### src/hdl/debounced_multitap_keypad_decoder_macros.svh
// Assertion macros for the keypad decoder.
`ifndef DEBOUNCED_MULTITAP_KEYPAD_DECODER_MACROS_SVH
`define DEBOUNCED_MULTITAP_KEYPAD_DECODER_MACROS_SVH
// Implication checked on every clock edge outside reset.
`define DMK_ASSERT_IMPL(label, ante, cons, msg) \
  label: assert property (@(posedge clk_i) disable iff (!rst_ni) (ante) |-> (cons)) \
    else $error(msg);
// Next-cycle implication.
`define DMK_ASSERT_NEXT(label, ante, cons, msg) \
  label: assert property (@(posedge clk_i) disable iff (!rst_ni) (ante) |=> (cons)) \
    else $error(msg);
`endif

### src/hdl/dmk_pkg.sv
// Package: shared types, constants and character tables of the keypad decoder.
package dmk_pkg;
  localparam logic [15:0] WindowReset = 16'd500;
  localparam logic [3:0]  NoneButton  = 4'd13;
  localparam logic [3:0]  ShiftButton = 4'd10;

  typedef enum logic [2:0] {
    EvBack = 3'd0, EvChar = 3'd1, EvUp = 3'd2, EvDown = 3'd3,
    EvLeft = 3'd4, EvRight = 3'd5, EvSelect = 3'd6, EvCancel = 3'd7
  } event_kind_e;

  typedef struct packed {
    logic [2:0]  kind;
    logic [6:0]  ch;
    logic [10:0] cp;
  } event_t;

  typedef struct packed {
    logic   [1:0] cnt;
    event_t       e0;
    event_t       e1;
  } result_t;

  function automatic logic [6:0] latin_char(input logic [1:0] lvl, input logic [1:0] tap,
                                            input logic [3:0] btn);
    logic [6:0] c;
    c = 7'h20;
    if (lvl == 2'd2) begin
      c = (btn == 4'd9) ? 7'h30 : 7'(7'h31 + btn);
    end else if (btn == 4'd9) begin
      c = 7'h20;
    end else if (tap == 2'd3) begin
      case (btn)
        4'd0: c = 7'h31;
        4'd1: c = 7'h32;
        4'd2: c = 7'h33;
        4'd3: c = 7'h34;
        4'd4: c = 7'h35;
        4'd5: c = 7'h36;
        4'd6: c = (lvl == 2'd0) ? 7'h73 : 7'h53;
        4'd7: c = 7'h38;
        default: c = (lvl == 2'd0) ? 7'h7a : 7'h5a;
      endcase
    end else if (btn == 4'd0) begin
      case (tap)
        2'd0: c = (lvl == 2'd0) ? 7'h2e : 7'h21;
        2'd1: c = (lvl == 2'd0) ? 7'h2c : 7'h2b;
        default: c = (lvl == 2'd0) ? 7'h3f : 7'h2d;
      endcase
    end else begin
      c = 7'(((lvl == 2'd0) ? 7'h61 : 7'h41) + ((7'(btn) - 7'd1) * 7'd3) + 7'(tap));
      if (btn >= 4'd7) c = 7'(c + 7'd1);
    end
    return c;
  endfunction

  function automatic logic [10:0] cyr_char(input logic lvl, input logic [1:0] tap,
                                           input logic [3:0] btn);
    logic [10:0] base;
    base = lvl ? 11'h410 : 11'h430;
    if (btn == 4'd9) return 11'd0;
    if (btn == 4'd0) begin
      if (tap != 2'd3) return 11'd0;
      return lvl ? 11'h401 : 11'h451;
    end
    return 11'(base + ((11'(btn) - 11'd1) * 11'd4) + 11'(tap));
  endfunction
endpackage

### src/hdl/dmk_core.sv
// Decode logic: debounce, edge detect, priority resolve and character lookup.
module dmk_core import dmk_pkg::*; (
  input  logic        clk_i,
  input  logic        rst_ni,
  input  logic        go_i,
  input  logic [15:0] sample_i,
  input  logic [31:0] now_i,
  input  logic [15:0] window_i,
  output result_t     res_o
);
  logic [15:0] pend_q, stab_q;
  logic        settled_q, cyr_q;
  logic [1:0]  lvl_q, saved_q, tap_q;
  logic [3:0]  prev_q;
  logic [31:0] ptime_q;

  logic [15:0] pend_d, stab_d, pressed, newly;
  logic        settled_d, cyr_d, in_win, sh, act;
  logic [1:0]  lvl_d, saved_d, tap_d, lvl, tapw, tapn;
  logic [3:0]  prev_d, btn;
  logic [31:0] ptime_d, el;
  logic [10:0] cp, cyc;
  logic [6:0]  lc;
  logic        rep;

  always_comb begin
    pend_d = pend_q; stab_d = stab_q; settled_d = settled_q; cyr_d = cyr_q;
    lvl_d = lvl_q; saved_d = saved_q; tap_d = tap_q; prev_d = prev_q; ptime_d = ptime_q;
    res_o = '0;
    pressed = ~sample_i;
    newly = pressed & stab_q;
    lvl = (lvl_q == 2'd3) ? 2'd2 : lvl_q;
    el = now_i - ptime_q;
    in_win = el < {16'd0, window_i};
    tapw = in_win ? tap_q : 2'd0;
    sh = pressed[8];
    btn = NoneButton;
    act = 1'b0;
    rep = 1'b0; tapn = tapw; cp = '0; cyc = '0; lc = '0;
    if (go_i) begin
      if (sample_i != pend_q) pend_d = sample_i;
      else if (sample_i == 16'h0000) settled_d = 1'b0;
      else if (!settled_q) begin
        if (sample_i == 16'hFFFF) begin settled_d = 1'b1; stab_d = sample_i; end
      end else if (sample_i != stab_q) begin
        stab_d = sample_i;
        act = newly != 16'd0;
      end
    end
    if (act) begin
      lvl_d = lvl; tap_d = tapw;
      if (sh && newly[9]) begin
        cyr_d = ~cyr_q; lvl_d = saved_q; tap_d = 2'd0; prev_d = NoneButton;
      end else begin
        if (newly[13]) begin
          res_o.cnt = 2'd1;
          res_o.e0.kind = sh ? EvUp : EvLeft;
          if (sh) lvl_d = saved_q;
        end else if (newly[14]) begin
          res_o.cnt = 2'd1;
          res_o.e0.kind = sh ? EvDown : EvRight;
          if (sh) lvl_d = saved_q;
        end else if (newly[15]) begin
          res_o.cnt = 2'd1; res_o.e0.kind = EvSelect;
        end else if (newly[12]) begin
          res_o.cnt = 2'd1; res_o.e0.kind = EvCancel;
        end else if (newly[7]) btn = 4'd0;
        else if (newly[6]) btn = 4'd1;
        else if (newly[5]) btn = 4'd2;
        else if (newly[4]) btn = 4'd3;
        else if (newly[3]) btn = 4'd4;
        else if (newly[10]) btn = 4'd5;
        else if (newly[11]) btn = 4'd6;
        else if (newly[0]) btn = 4'd7;
        else if (newly[1]) btn = 4'd8;
        else if (newly[9]) btn = 4'd9;
        else if (newly[2]) begin
          res_o.cnt = 2'd1;
          if (sh) begin
            res_o.e0.kind = EvChar; res_o.e0.ch = 7'd9; lvl_d = saved_q;
          end else begin
            res_o.e0.kind = EvBack; res_o.e0.ch = 7'd8;
          end
        end else if (newly[8]) btn = ShiftButton;

        if (btn != NoneButton) begin
          rep = (btn == prev_q) && in_win;
          if (rep) tapn = 2'(tapw + 2'd1);
          if (btn != prev_q) tapn = 2'd0;
          tap_d = tapn;
          ptime_d = now_i;
          prev_d = btn;
          if (btn == ShiftButton) begin
            saved_d = lvl;
            lvl_d = (lvl == 2'd2) ? 2'd0 : 2'(lvl + 2'd1);
          end else begin
            cyc = (cyr_q && lvl != 2'd2) ? cyr_char(lvl[0], tapn, btn) : 11'd0;
            lc = latin_char(lvl, tapn, btn);
            cp = (cyc != 11'd0) ? cyc : {4'd0, lc};
            if (rep) begin
              res_o.cnt = 2'd2;
              res_o.e0.kind = EvBack; res_o.e0.ch = 7'd8;
              res_o.e1.kind = EvChar;
              if (cp < 11'h80) res_o.e1.ch = cp[6:0]; else res_o.e1.cp = cp;
            end else begin
              res_o.cnt = 2'd1;
              res_o.e0.kind = EvChar;
              if (cp < 11'h80) res_o.e0.ch = cp[6:0]; else res_o.e0.cp = cp;
            end
          end
        end
      end
    end
  end

  always_ff @(posedge clk_i or negedge rst_ni) begin
    if (!rst_ni) begin
      pend_q <= '0; stab_q <= 16'hFFFF; settled_q <= 1'b0; cyr_q <= 1'b0;
      lvl_q <= '0; saved_q <= '0; tap_q <= '0; prev_q <= NoneButton; ptime_q <= '0;
    end else begin
      pend_q <= pend_d; stab_q <= stab_d; settled_q <= settled_d; cyr_q <= cyr_d;
      lvl_q <= lvl_d; saved_q <= saved_d; tap_q <= tap_d; prev_q <= prev_d;
      ptime_q <= ptime_d;
    end
  end

`include "debounced_multitap_keypad_decoder_macros.svh"
  `DMK_ASSERT_IMPL(a_lvl_range, 1'b1, lvl_q != 2'd3, "shift level out of range")
  `DMK_ASSERT_IMPL(a_no_res_idle, !go_i, res_o.cnt == 2'd0, "result without poll")
  `DMK_ASSERT_IMPL(a_two_is_repeat, res_o.cnt == 2'd2, res_o.e0.kind == EvBack,
                   "double result must start with erase")
endmodule

### src/hdl/debounced_multitap_keypad_decoder.sv
// Top level: keypad decoder with input/output staging and APB register.
// Each accepted poll of the 16-key switch word is registered, then decoded by
// one pass of logic into zero, one or two events held in a two-entry output
// buffer that is loaded only when empty. A poll is taken while the buffer is
// empty after this cycle's drain and the poll now in decode yields no event, so
// polls with no event stream at one per cycle, while after a poll with events the
// next is taken no sooner than its last event pops, so output stalls hold it off.
// The multi-tap window sits at byte address 0 (reset 500 ms) and reads back over
// APB.
module debounced_multitap_keypad_decoder import dmk_pkg::*; (
  input  logic        clk_i,
  input  logic        rst_ni,
  input  logic        in_valid_i,
  output logic        in_stall_o,
  input  logic [7:0]  high_byte_i,
  input  logic [7:0]  low_byte_i,
  input  logic [31:0] now_ms_i,
  output logic        out_valid_o,
  input  logic        out_stall_i,
  output logic [2:0]  event_kind_o,
  output logic [6:0]  ascii_char_o,
  output logic [10:0] code_point_o,
  output logic        last_of_run_o,
  input  logic        psel,
  input  logic        penable,
  input  logic        pwrite,
  input  logic [0:0]  paddr,
  input  logic [31:0] pwdata,
  output logic [31:0] prdata,
  output logic        pready
);
  logic [15:0] win_q;
  logic        iv_q;
  logic [15:0] is_q;
  logic [31:0] it_q;
  result_t     res;
  event_t      buf_q [2];
  logic        bl_q [2];
  logic [1:0]  cnt_q, cnt_d;
  logic        take, pop;

  assign pready = 1'b1;
  assign prdata = (paddr == 1'b0) ? {16'd0, win_q} : 32'd0;

  always_ff @(posedge clk_i or negedge rst_ni) begin
    if (!rst_ni) win_q <= WindowReset;
    else if (psel && penable && pwrite && paddr == 1'b0) win_q <= pwdata[15:0];
  end

  // Stall unless the buffer is empty after this cycle's drain and the poll in
  // decode loads nothing into it.
  assign pop = out_valid_o && !out_stall_i;
  assign in_stall_o = (cnt_q - 2'(pop)) != 2'd0 || (iv_q && res.cnt != 2'd0);
  assign take = in_valid_i && !in_stall_o;

  always_ff @(posedge clk_i or negedge rst_ni) begin
    if (!rst_ni) iv_q <= 1'b0;
    else iv_q <= take;
  end

  always_ff @(posedge clk_i) begin
    if (take) begin
      is_q <= {high_byte_i, low_byte_i};
      it_q <= now_ms_i;
    end
  end

  dmk_core u_core (
    .clk_i, .rst_ni, .go_i(iv_q), .sample_i(is_q), .now_i(it_q),
    .window_i(win_q), .res_o(res)
  );

  // Load new events into an empty buffer, else shift out one beat per pop.
  always_comb begin
    cnt_d = cnt_q - 2'(pop);
    if (iv_q) cnt_d = res.cnt;
  end

  always_ff @(posedge clk_i or negedge rst_ni) begin
    if (!rst_ni) cnt_q <= '0;
    else cnt_q <= cnt_d;
  end

  always_ff @(posedge clk_i) begin
    if (iv_q) begin
      buf_q[0] <= res.e0; bl_q[0] <= res.cnt == 2'd1;
      buf_q[1] <= res.e1; bl_q[1] <= 1'b1;
    end else if (pop) begin
      buf_q[0] <= buf_q[1]; bl_q[0] <= bl_q[1];
    end
  end

  assign out_valid_o   = cnt_q != 2'd0;
  assign event_kind_o  = buf_q[0].kind;
  assign ascii_char_o  = buf_q[0].ch;
  assign code_point_o  = buf_q[0].cp;
  assign last_of_run_o = bl_q[0];

`include "debounced_multitap_keypad_decoder_macros.svh"
  `DMK_ASSERT_IMPL(a_no_take_busy, take, cnt_q <= 2'd1 && (!iv_q || res.cnt == 2'd0),
                   "poll taken with busy buffer")
  `DMK_ASSERT_IMPL(a_cnt_max, 1'b1, cnt_q != 2'd3, "event count overflow")
  `DMK_ASSERT_NEXT(a_load_empty, iv_q, $past(cnt_q) == 2'd0 || $past(pop) && $past(cnt_q) == 2'd1,
                   "decode result overwrote pending events")
endmodule
### config.mk
export PLATFORM = sky130hd
export DESIGN_NAME = debounced_multitap_keypad_decoder
export DESIGN_NICKNAME = d
export VERILOG_FILES = /design/src/hdl/dmk_pkg.sv /design/src/hdl/dmk_core.sv /design/src/hdl/debounced_multitap_keypad_decoder.sv
export VERILOG_INCLUDE_DIRS = /design/src /design/src/hdl
export SDC_FILE = /design/constraint.sdc
export NUM_CORES = 1
export LEC_CHECK = 0
export BUFFER_PORTS_ARGS = -buffer_cell sky130_fd_sc_hd__buf_2
export CORE_MARGIN = 1.5
export CORE_UTILIZATION = 64
export CTS_CLUSTER_DIAMETER = 150
export DETAILED_ROUTE_END_ITERATION = 8
export PLACE_DENSITY = 0.93
export SYNTH_ARGS = -nofsm -noshare
export SYNTH_HDL_FRONTEND = slang
export SYNTH_SLANG_ARGS = --single-unit
### constraint.sdc
create_clock -name clk_i -period 13.1 [get_ports clk_i]
set_clock_uncertainty 0.1 [all_clocks]
set_input_delay 0 -clock clk_i [delete_from_list [all_inputs] [get_ports clk_i]]
set_output_delay 0 -clock clk_i [all_outputs]
set_load 0.02 [all_outputs]
==> results.toml <==
[yosys]
synth_commonest_cells = "136 x nand2_1, 110 x o21ai_0, 91 x inv_1"
synthArstFlopShare_pct = 51.9
ys_seq_elements = 183
synth_cell_type_count = 87
avgSynthCellArea_um2 = 9.51
synthesis.area_um2 = 11600
yosysMostFrequentCell = "nand2_1"
synthTopCellsByArea = "edfxtp_1 23%, dfrtp_1 15%, ha_1 8.8%"
yosysTopAreaCell = "edfxtp_1"
synth_seq_area_share_pct = 43.6
synth_cells = 1216
synth-main-ff-cell = "edfxtp_1"
synth_top_area_share_pct = 22.6
synth_edf_count = 87
yosysWarnings = 0

[global_route]
grt_use_met3_pct = 8.50
use_met1_pct = 46.7
use_met2_pct = 62.7
grt_max_degree = 65
grt_pass1_wl_um = 54600
gr-max-usage-layer = "met2"
grt_usage_pct = 38.4
grt_pass1_vias = 10500
antenna_found_initial = 2
overflow = 0

[clock_tree]
root_buffer = "clkbuf_16"
htree_levels = 4
cts-resized-gates = 0
cts_tree = "done"
clockBufferDepth = 2
clkTransAtPathRegs_ps = 80
clkSinkCount = 183
numCtsBuffers = 17
insertion_delay_ps = 470

[setup_path]
critPathSlowestCell = "nor4b_1"
critical_path_arrival_ps = 8350
worstSetupEndpointType = "register"
max_stage_delay_ps = 540
cp_top_family = "compound AO/OA/AOI/OAI gates"
worst-setup-path-type = "reg -> reg"
cp_max_fo = 5
cp-start-kind = "register"
critPathBufInv = 1
required_ps = 13200

[die]
ios = 145
initial_core_util_pct = 66.1
die_area_um2 = 18900
core_area_um2 = 17500
die_h_um = 137
rows = 48
die_w_um = 137

[sta]
fmax_mhz = 121
final.setup.tns_ps = 0
hold_violations = 0
slew_viol_final = 0
setup_slack_ps = 4850
min_period_ps = 8250
setup_violations = 0
tightest_slew_ps = 1170
rsz0062_at_grt = "false"
max_slew_margin_pct = 21.4
finalCritPeriodShare_pct = 63.0

[layout]
seq_area_um2 = 5040
stdcell_count = 1608
fill_cells = 1082
nets = 1540
multi_input_area_um2 = 5910
areaGrowthSynthToFinish_pct = 16.5
drive_gt1_share_pct = 16.6

[pwr]
ir_worst_vdd_mv = 0.226
power.total_mw = 2.21
power_density_nw_per_um2 = 164
power_leakage_nw = 5.71

[drt]
wire_per_inst_um = 22.3
wl_um = 35900
ant_nets = 0
firstDrtPassIters = 7
viasPerCell = 6.71
drcViolationCount = 0
vias = 10800
drt_iter0_markers = 1261

[worst_hold_path]
min_path_type = "in -> async"

[flow_run]
max_cap_violations = 0

[placed_design]
dp_slack_ps = 5600
dp_cells = 1508
dp_hpwl_um = 20800
portBuffers = 111
globalplace.congestion = 0.953

[status]
status = "complete, no violations"
==> routing by layer <==
layer | vias up | part of all wire [%]
li1 | 4656 | -
met1 | 5116 | 37
met2 | 818 | 48
met3 | 204 | 9.8
met4 | 0 | 5.3
met5 | - | 0
==> timing repair <==
item                      CTS  global route
hold buffers               66             0
hold endpoints to repair   95             0
buffers inserted            0             0
==> cell families after synthesis <==
family	Yosys count	share of synthesized area (%)
compound gates	312	17.5
xor+xnor	54	4.09
fa+ha+maj	84	9.29
buf+inv	159	5.85
flops	183	43.6
mux	23	2.24
other cells	2	0.0650
simple gates	399	17.4
==> area by class of cell <==
cell class                 count  share of cell area [%]
tap                          225                    2.09
antenna                        2                  0.0372
inverter                      94                    2.62
clock inverter                15                    1.36
multi-input combinational    889                    43.9
timing repair buffer         183                    9.46
sequential                   183                    37.4
clock buffer                  17                    3.16
==> where the power goes <==
part | leakage [nW] | switching (mW) | internal, mW
combinational | 3.37 | 0.546 | 0.276
clock | 0.294 | 0.281 | 0.259
sequential | 2.04 | 0.0855 | 0.758
==> layout by cell type (no fill, tap or decap), drive strengths merged, types with 8 or more instances in the layout <==
| master | n |
|---|---|
| a211oi | 8 |
| a21o | 11 |
| a21oi | 77 |
| a31oi | 10 |
| and2 | 16 |
| and3 | 12 |
| buf | 118 |
| clkbuf | 17 |
| clkinv | 9 |
| conb | 17 |
| dfrtp | 70 |
| dfstp | 25 |
| dlygate4sd3 | 65 |
| edfxtp | 87 |
| ha | 81 |
| inv | 100 |
| mux2 | 20 |
| nand2 | 137 |
| nand2b | 11 |
| nand3 | 22 |
| nand4 | 31 |
| nor2 | 87 |
| nor2b | 8 |
| nor3 | 26 |
| nor4 | 17 |
| o211ai | 16 |
| o21ai | 118 |
| xnor2 | 37 |
| xor2 | 17 |
==> final timing paths <==
check	slack (ps)	cells after the start	from	to
max	4850	28	it_q[4]$_DFFE_PP_	buf_q[0][16]$_DFFE_PP_
min	30	2	rst_ni	win_q[7]$_DFFE_PN1P_
max reg2reg	4850	28	it_q[4]$_DFFE_PP_	buf_q[0][16]$_DFFE_PP_
min reg2reg	350	1	bl_q[1]$_DFF_P_	bl_q[1]$_DFF_P_
max in group asynchronous	12010	3	rst_ni	u_core.ptime_q[6]$_DFFE_PN0P_
min in group clk_i	40	5	out_stall_i	cnt_q[0]$_DFF_PN0_
==> per-stage QoR <==
step | hold slack [ps] | util, % | area, um^2
floorplan | -396 | - | 11600
global placement | -132 | 69.7 | 12200
detailed placement | -118 | 69.7 | 12200
CTS | 28.6 | 77.0 | 13500
global route | 41.0 | 77.1 | 13500
finish | 27.6 | 77.1 | 13500
==> state kept, by name, summed over array words and instances (netlist names) <==
signal and count:
bl_q 2, win_q 16, u_core.pend_q 16, is_q 16, u_core.tap_q 2, buf_q 38
u_core.cyr_q 1, it_q 32, u_core.prev_q 4, cnt_q 2, u_core.ptime_q 32, u_core.lvl_q 2
u_core.settled_q 1, iv_q 1, u_core.stab_q 16, u_core.saved_q 2
No activity file was read; power rests on OpenSTA's default activity.
